### config.mk
export PLATFORM = sky130hd
export DESIGN_NAME = vln_sqrt_cell
export DESIGN_NICKNAME = d
export VERILOG_FILES = /design/src/vln_pkg.sv /design/src/vln_sqrt_cell.sv
export SDC_FILE = /design/constraint.sdc
export NUM_CORES = 1
export LEC_CHECK = 0
export ABC_CLOCK_PERIOD_IN_PS = 3090
export BUFFER_PORTS_ARGS = -buffer_cell sky130_fd_sc_hd__buf_4
export CAP_MARGIN = 20
export CORE_MARGIN = 5
export CORE_UTILIZATION = 40
export CTS_CLUSTER_SIZE = 40
export DETAILED_ROUTE_END_ITERATION = 10
export GPL_TIMING_DRIVEN = 0
export PLACE_DENSITY = 0.71
export SYNTH_ARGS = -nofsm -noshare
export SYNTH_HDL_FRONTEND = slang
export SYNTH_SLANG_ARGS = --single-unit
### constraint.sdc
create_clock -name clock -period 3.09 [get_ports clock]
set_input_delay 0.618 -clock clock [delete_from_list [all_inputs] [get_ports clock]]
set_output_delay 0.618 -clock clock [all_outputs]
set_load 0.05 [all_outputs]
### src/vln_pkg.sv
// Package for the 2D vector length/normalize block: widths, defaults and stage types.
`timescale 1ns / 1ps
`default_nettype none
package vln_pkg;
   localparam int FRAC_BITS_DEF = 12;
   localparam int COMP_W        = 16;
   localparam int SQ_W          = 32;
   localparam int LEN_W         = 16;
   localparam int UNIT_W        = 14;
   localparam int REM_W         = LEN_W + 1;
   localparam logic [LEN_W-1:0] MIN_LENGTH_RST = LEN_W'(1);

   typedef struct packed {
      logic [REM_W-1:0] rem;
      logic [LEN_W-1:0] root;
      logic [SQ_W-1:0]  rad;
   } sqrt_type;

   typedef struct packed {
      logic              valid;
      logic [SQ_W-1:0]   sq;
      logic [COMP_W-1:0] ax;
      logic [COMP_W-1:0] ay;
      logic              sx;
      logic              sy;
   } sq_side_type;

   typedef struct packed {
      logic             valid;
      logic [SQ_W-1:0]  sq;
      logic [LEN_W-1:0] len;
      logic             degen;
      logic             sx;
      logic             sy;
   } dv_side_type;
endpackage
`default_nettype wire

### src/vln_sqrt_cell.sv
// Square root cell: resolves one root bit from two radicand bits per cycle while en is high.
`timescale 1ns / 1ps
`default_nettype none
module vln_sqrt_cell (
   input  wire logic              clock,
   input  wire logic              en,
   input  wire vln_pkg::sqrt_type src,
   output vln_pkg::sqrt_type      dst
);
   import vln_pkg::*;

   logic [REM_W+1:0] rem_sh;
   logic [REM_W+1:0] trial;
   sqrt_type         q_in;
   sqrt_type         q_ff;

   always_comb begin
      rem_sh = {src.rem, src.rad[SQ_W-1 -: 2]};
      trial  = {1'b0, src.root, 2'b01};
      q_in.rad = {src.rad[SQ_W-3:0], 2'b00};
      if (rem_sh >= trial) begin
         q_in.rem  = REM_W'(rem_sh - trial);
         q_in.root = {src.root[LEN_W-2:0], 1'b1};
      end else begin
         q_in.rem  = rem_sh[REM_W-1:0];
         q_in.root = {src.root[LEN_W-2:0], 1'b0};
      end
   end

   always_ff @(posedge clock) begin
      if (en) begin
         q_ff <= q_in;
      end
   end

   assign dst = q_ff;
endmodule
`default_nettype wire

==> summary.md <==
| Metric | Value |
|---|---|
| Most frequent cells in the layout | buf_4, edfxtp_1, inv_1 |
| Drt pass-1 iters | 4 |
| Die X | 97.2 um |
| Crit. End Element | register |
| Pwr Density | 573 nW/um^2 |
| Peak Freq | 360 MHz |
| Fin nets | 440 |
| Syn Area/Cell | 14.2 um^2 |
| Pin count of the biggest net entering global routing | 64 |
| Synth Area in XOR/XNOR | 4.03% |
| Period utilisation layout | 89.8% |
| Starting Density | 41.5% |
| Metal-1 WL | 3170 um |
| Max-slew headroom | 47.1% |
| Final setup violation count | 0 |
| Register bit total from synthesis | 63 |
| Setup CP Type | in -> reg |
| Final non-filler cell area | 4310 um^2 |
| Mapped cell area | 3040 um^2 |
| Vias in the first global route | 2178 |
| Antenna diodes | 0 |
| Crit path DAT | 2860 ps |
| Largest family of logic cells by synthesized area | compound AO/OA/AOI/OAI gates |
| Status | completed |
| Synth-to-Final Area Change | 41.7% |
| Port-buffer cells | 129 |
| Clock net sink count | 63 |
| Synth Instances | 214 |
| Async set or reset register ratio after synthesis | 0% |
| Ranking of synthesized cells by area | edfxtp_1, ha_1, mux2_2, mux2_4, inv_1 |
| Drt wl/cell | 15.5 um |
| CP Launch Type | input port |
| Routed vias | 2201 |
| First-pass GRT wire length | 11200 um |
| Core ar. | 7330 um^2 |
| Netlist cell types | 41 |
| Initial antenna violation count | 0 |
| Fin. Hold Viols | 0 |
| Max VDD drop | 0.254 mV |
| # IOs | 132 |
| Yosys top cell area share | 62.2% |
| Finished Core Util | 58.8% |
| Ys Warns | 0 |
| Root buffer cell | clkbuf_8 |
| CP Max Fanout | 10 |
| Drt total wl | 7100 um |
| Die height | 97.2 um |
| Main synth FF type | edfxtp_1 |
| DIE AREA | 9440 um^2 |
| CP max-delay cell | a21boi_4 |
| Post-synthesis mux area share | 6.95% |
| WL met2 | 3180 um |
| Htree depth | 3 |
| CTS tree | yes |
| FILL cells | 620 |
| Dpl hpwl | 5430 um |
| Clk slew on worst S/H paths | 70 ps |
| Seq/Total Area, Yosys | 62.2% |
| Antenna-violating nets left | 0 |
| Simple-gate share of the synthesized area | 5.10% |
| Total Routing Usage GR | 14.9% |
| Setup bufs post-CTS | 0 |
| Most area-hungry cell type in the Yosys netlist | edfxtp_1 |
| Crit-path cells | buf_4 > inv_1 > ha_1 > a21o_1 > o21ai_0 > nor2_1 > a21o_1 > a21boi_4 > buf_12 > mux2_4 |
| Number of flip-flops in the largest register | 63 |
| Post-synth EDFFs | 63 |
| WL met3 | 661 um |
| Hold buffer count at CTS | 0 |
| Total of max-cap violations | 0 |
| Post-CTS Resized | 0 |
| WHS | 453 ps |
| Worst hold path class | in -> reg |
| Share of cells above drive strength 1 | 46.1% |
| Worst path max stage delay | 370 ps |
| DRT iter0 DRCs | 147 |
| P_leak | 1.91 nW |
| Routability congestion estimate | 0.811 |
| Cts bufs inserted | 9 |
| Clock period minus final worst setup slack | 2780 ps |
| Max clock buf depth | 2 |
| RSZ-0062 raised after global routing | no |
| # rows | 31 |
| Worst path required time | 3180 ps |
| Most used cell along the critical path | a21o_1 |
| Complex-gate fraction of the synthesized area | 10.4% |
| GRT overflow | 0 |
| Uppermost routed layer | met4 |
| Post-Synth Adder-Cell Area | 7.41% |
| DRC errors left | 0 |
| Fin. max-slew vios | 0 |
| Placed Area | 4140 um^2 |
| Most common cell after layout, fill and taps aside | buf_4 |
| Vias/cell | 4.80 |
| Actual slew at the worst max-slew pin | 793 ps |
[cells by family after synthesis]
family / Yosys count
flops: 63
compound gates: 46
simple gates: 31
buf+inv: 24
fa+ha+maj: 18
mux: 17
xor+xnor: 14
other cells: 1
[worst paths after layout]
| check | startpoint | to | slack (ps) | cells past startpoint |
|---|---|---|---|---|
| setup / recovery | src[36] | dst[56]$_DFFE_PP_ | 310 | 10 |
| hold / removal | src[3] | dst[5]$_DFFE_PP_ | 450 | 1 |
[stage by stage]
stage	power, mW	setup TNS (ps)	setup WS [ps]	cells
after floorplan	1.61	0	310	215
after global placement	1.85	-17.5	-4.76	443
after detailed placement	1.86	-247	-45.7	443
after CTS	2.49	0	298	459
after global routing	2.58	0	180	459
final	2.47	0	315	459
[routing by layer]
layer  vias up  global-route usage, %
li1       1086                      -
met1      1006                   19.0
met2       103                   23.4
met3         6                   5.17
met4         0                   5.83
met5         -                      0
[power breakdown]
group / switching (mW) / total (mW) / internal (mW)
logic: 0.487 / 0.772 / 0.285
clock network: 0.339 / 0.629 / 0.290
registers: 0.0223 / 1.07 / 1.04
[synthesized netlist by cell type, types with 4 or more instances]
cell / number
mux2_2: 9
edfxtp_1: 63
o21ai_0: 7
xor2_1: 6
nand2_1: 6
inv_1: 21
a21o_1: 4
xnor2_1: 8
nor2_1: 10
ha_1: 18
mux2_4: 6
a21oi_1: 14
[critical path: cells and delay by family]
family	cells	cell delay [ps]
buf+inv	3	310
fa+ha+maj	1	360
mux	1	300
simple gates	1	140
compound gates	4	1130
[final cells by class]
type | instances | area, um^2 | area share [%]
Sequential cell | 63 | 1890 | 43.9
Timing Repair Buffer | 129 | 968 | 22.5
Clock inverter | 7 | 47.5 | 1.10
Multi-Input combinational cell | 128 | 1040 | 24.1
Clock buffer | 9 | 124 | 2.88
Buffer | 3 | 35.0 | 0.813
Inverter | 21 | 78.8 | 1.83
Tap cell | 99 | 124 | 2.88
Power figures use the tool's default switching activity.
