**src/vln_pkg.sv**
```systemverilog
// Package for the 2D vector length/normalize block: widths, defaults and stage types.
`timescale 1ns / 1ps
`default_nettype none
package vln_pkg;
   localparam int FRAC_BITS_DEF = 12;
   localparam int COMP_W        = 16;
   localparam int SQ_W          = 32;
   localparam int LEN_W         = 16;
   localparam int UNIT_W        = 14;
   localparam int REM_W         = LEN_W + 1;
   localparam logic [LEN_W-1:0] MIN_LENGTH_RST = LEN_W'(1);

   typedef struct packed {
      logic [REM_W-1:0] rem;
      logic [LEN_W-1:0] root;
      logic [SQ_W-1:0]  rad;
   } sqrt_type;

   typedef struct packed {
      logic              valid;
      logic [SQ_W-1:0]   sq;
      logic [COMP_W-1:0] ax;
      logic [COMP_W-1:0] ay;
      logic              sx;
      logic              sy;
   } sq_side_type;

   typedef struct packed {
      logic             valid;
      logic [SQ_W-1:0]  sq;
      logic [LEN_W-1:0] len;
      logic             degen;
      logic             sx;
      logic             sy;
   } dv_side_type;
endpackage
`default_nettype wire

```
**src/vln_div_cell.sv**
```systemverilog
// Division cell: one quotient bit for each of the two components per cycle while en is high.
`timescale 1ns / 1ps
`default_nettype none
module vln_div_cell #(
   parameter int QW = vln_pkg::FRAC_BITS_DEF + 1
) (
   input  wire logic                       clock,
   input  wire logic                       en,
   input  wire logic [vln_pkg::LEN_W-1:0]  src_len,
   input  wire logic [vln_pkg::LEN_W-1:0]  src_rem_x,
   input  wire logic [vln_pkg::LEN_W-1:0]  src_rem_y,
   input  wire logic                       src_feed_x,
   input  wire logic                       src_feed_y,
   input  wire logic [QW-1:0]              src_q_x,
   input  wire logic [QW-1:0]              src_q_y,
   output logic [vln_pkg::LEN_W-1:0]       dst_len,
   output logic [vln_pkg::LEN_W-1:0]       dst_rem_x,
   output logic [vln_pkg::LEN_W-1:0]       dst_rem_y,
   output logic                            dst_feed_x,
   output logic                            dst_feed_y,
   output logic [QW-1:0]                   dst_q_x,
   output logic [QW-1:0]                   dst_q_y
);
   import vln_pkg::*;

   logic [LEN_W:0]   sh_x;
   logic [LEN_W:0]   sh_y;
   logic             ge_x;
   logic             ge_y;
   logic [LEN_W-1:0] len_ff;
   logic [LEN_W-1:0] rem_x_ff, rem_x_in;
   logic [LEN_W-1:0] rem_y_ff, rem_y_in;
   logic [QW-1:0]    q_x_ff, q_y_ff;

   always_comb begin
      sh_x = {src_rem_x, src_feed_x};
      sh_y = {src_rem_y, src_feed_y};
      ge_x = sh_x >= {1'b0, src_len};
      ge_y = sh_y >= {1'b0, src_len};
      rem_x_in = ge_x ? LEN_W'(sh_x - {1'b0, src_len}) : sh_x[LEN_W-1:0];
      rem_y_in = ge_y ? LEN_W'(sh_y - {1'b0, src_len}) : sh_y[LEN_W-1:0];
   end

   always_ff @(posedge clock) begin
      if (en) begin
         len_ff   <= src_len;
         rem_x_ff <= rem_x_in;
         rem_y_ff <= rem_y_in;
         q_x_ff   <= {src_q_x[QW-2:0], ge_x};
         q_y_ff   <= {src_q_y[QW-2:0], ge_y};
      end
   end

   assign dst_len    = len_ff;
   assign dst_rem_x  = rem_x_ff;
   assign dst_rem_y  = rem_y_ff;
   assign dst_feed_x = 1'b0;
   assign dst_feed_y = 1'b0;
   assign dst_q_x    = q_x_ff;
   assign dst_q_y    = q_y_ff;
endmodule
`default_nettype wire

```
**config.mk**
```make
export PLATFORM = sky130hd
export DESIGN_NAME = vln_div_cell
export DESIGN_NICKNAME = d
export VERILOG_FILES = /design/src/vln_pkg.sv /design/src/vln_div_cell.sv
export SDC_FILE = /design/constraint.sdc
export NUM_CORES = 1
export LEC_CHECK = 0
export ABC_AREA = 1
export ABC_CLOCK_PERIOD_IN_PS = 5200
export BUFFER_PORTS_ARGS = -buffer_cell sky130_fd_sc_hd__buf_2
export CAP_MARGIN = 30
export CORE_MARGIN = 1.5
export CORE_UTILIZATION = 40
export DETAILED_ROUTE_END_ITERATION = 12
export HOLD_SLACK_MARGIN = 0.1
export SLEW_MARGIN = 30
export SYNTH_ARGS = -nofsm -noshare
export SYNTH_HDL_FRONTEND = slang
export SYNTH_SLANG_ARGS = --single-unit
```
**constraint.sdc**
```tcl
create_clock -name clock -period 5.2 [get_ports clock]
set_input_delay 0.52 -clock clock [delete_from_list [all_inputs] [get_ports clock]]
set_output_delay 0.52 -clock clock [all_outputs]
set_load 0.01 [all_outputs]
```
==> impl_results.md <==
* Status: finished, final reports clean
* Final setup viols at 0
* Worst relative slew slack at 65.75%
* Total global-route track usage at 20.02%
* Fin nets at 888
* Num CTS Buffers at 9
* DP Wirelength at 10.15 mm
* PortBufs at 149
* Setup bufs post-CTS at 0
* Die Wd at about 110 um
* Synth Register Bits at between 70 and 80
* Wire length on met2 at about 5.6 mm
* Pleak at between 3 and 4 nW
* Worst hold start: src_q_x[6]
* Worst Hold End: dst_q_x[7]$_DFFE_PP_
* Share of Yosys cell area claimed by the top area cell type at between 40% and 50%
* Max Cap Viol at 0
* PostCTS Resize Cnt at 0
* Largest net degree at the start of global routing at 75
* Critical path arrival at around 2.5 ns
* Finished Cell Area at just over 6000 um2
* Via/cell ratio at between 4 and 5
* Pin slew with the least headroom to its limit at ~0.51 ns
* Fmax at 0.4172 GHz
* Placed Instances at approximately 930
* H-tree levels at 3
* Post-CTS Hold Buffers at 0
* Pwr dens at approximately 290 nW/um2
* Drt first pass iters at 5
* CTS Root Buffer Type: clkbuf_16
* Final GP Congestion at between 0.8 and 0.9
* Initial DRC count at about 280
* Netlist Area Pre-Place at slightly below 5000 um2
* Core Area at about 12000 um2
* Grt ovf at 0
* DR WL/cell at 13.55 um
* Fin cells at ~950
* CP max FO at 17
* Row count at 40
* Antenna-violating nets left at 0
* Final min period at ~2.4 ns
* Routed Wire Length at between 10 and 15 mm
* Die area at 13080 um2
* Synth unique cells at 29
* Number of global-route vias before repair at 3965
* Fin Hold WS at 0.3519 ns
* Ant. Diodes at 0
* Final Cycle Share at between 40% and 50%
* WP data required at approximately 5.3 ns
* Synth area leaders: edfxtp_1 45%, nand2_1 19%, inv_1 8.5%, ha_1 8.1%, nand3_1 5.5%
* Final slew viol count at 0
* Synth warn at 0
* Cell type with the largest total area after synthesis: edfxtp_1
* Max Used Layer: met4
* Hold Path Class: in2reg
* CTS tree: done
* Synthesis-to-finish area growth at 23.75%
* Critical path class: in2reg
* Avg Inst Size Synth at around 8.0 um2
* Layout cells sized above 1 at a little under a quarter
* Hold path depth at 1
* DP Area at 5849 um2
* IR Drop Worst-Case VDD at 0.0001157 V
* Chip height at 114.4 um
* Clk buf depth at 2
* Clock sink total at 74
* Clk pin slew, worst setup/hold paths at 0.06 ns
* Antenna violations before repair at 0
* Drt drc at 0
* Setup TNS at 0 ns
* First-pass GRT wire length at between 15 and 20 mm
* Met1 WL at just over 6 mm
* Synth Instances at 623
* Initial Util at 41.14%
* Register area share after synthesis at between 40% and 50%
* Met3 WL at 905 um
* CP startpoint kind: input pin
* RSZ-0062 raised after global routing: no
* Critical Path End Type: flop
* Io pins at 154
* Final hold violations at 0
* DR vias at 4411
==> per-stage QoR <==
step | util (%) | total power, mW | setup WS, ns
6_report | 50.91 | 1.773 | 2.803
3_5_place_dp | 48.50 | 1.218 | 2.449
3_3_place_gp | 48.50 | 1.212 | 2.504
2_1_floorplan | - | 1.054 | 3.141
4_1_cts | 50.68 | 1.792 | 2.814
5_1_grt | 50.91 | 1.876 | 2.630
==> synthesized netlist by cell type <==
cell	number
nor2_2	6
nand4_1	9
buf_4	4
nor2_1	16
conb_1	1
nand3b_1	2
a21oi_1	18
nand2_4	2
inv_1	112
ha_1	32
edfxtp_1	74
nor3_2	1
nand3_4	2
nand3_1	55
o21a_1	2
nand2_1	247
buf_8	2
xnor2_1	2
fa_1	2
xor2_1	10
a21boi_2	1
nand3_2	3
inv_2	2
and2_1	5
nor2_4	2
nand2_2	3
nor3_1	3
o21bai_1	2
buf_2	3
==> critical path: stages <==
cell and delay [ns]:
buf_2 0.10, inv_1 0.08, ha_1 0.41, nand2_1 0.14, inv_1 0.05, nand2_1 0.06, nand2_1 0.07, and2_1 0.17
nor2_4 0.43, nand2_4 0.26, nand2_1 0.15, nand2_1 0.06
==> power by group <==
group          internal (mW)  total (mW)  switching, mW
sequential             0.737       0.751         0.0139
combinational          0.170       0.456          0.286
clock                  0.321       0.566          0.245
==> placed cells by master, fill, tap and decap left out, drive strengths merged <==
master  count
o21a        2
edfxtp     74
inv       114
a21oi      18
xor2       10
clkinv      5
conb        2
nand3      60
and2        5
a21boi      1
nand3b      2
nand4       9
nor2       24
o21bai      2
fa          2
nor3        4
xnor2       2
clkbuf     11
ha         32
nand2     252
buf       150
==> worst max-delay path by stage <==
| stage | start | to | cells after the start |
|---|---|---|---|
| final | src_len[12] | dst_rem_y[9]$_DFFE_PP_ | 12 |
| after CTS | src_len[12] | dst_rem_y[5]$_DFFE_PP_ | 12 |
| after global placement | src_len[12] | dst_rem_y[5]$_DFFE_PP_ | 12 |
| after floorplan | src_len[12] | dst_rem_y[5]$_DFFE_PP_ | 12 |
| after detailed placement | src_len[12] | dst_rem_y[5]$_DFFE_PP_ | 12 |
| after global routing | src_len[12] | dst_rem_y[5]$_DFFE_PP_ | 12 |
==> cells by family after synthesis <==
group	count (synthesis)	synth area share, %
flops	74	44.78
fa+ha+maj	34	8.875
xor+xnor	12	2.118
compound gates	23	2.647
simple gates	356	31.37
other cells	1	0.07557
buf+inv	123	10.14
==> sequential cells by signal (all words and copies together) (netlist names) <==
name / count
dst_len: 16
dst_rem_x: 16
dst_rem_y: 16
dst_q_x: 13
dst_q_y: 13
==> cell type report <==
cell class                 count  area [um2]
fill                        1194        5921
multi-input combinational    427        2241
sequential                    74        2222
timing repair buffer         150       775.7
inverter                     114       427.9
clock buffer                  11       232.7
tap                          168       210.2
clock inverter                 5       31.28
==> metal layers <==
layer	global-route usage [%]	up-vias
li1	-	2289
met1	27.32	1953
met2	31.06	157
met3	4.394	12
met4	7.750	0
met5	0	-
Note: power is estimated with default switching activity, not from simulation.
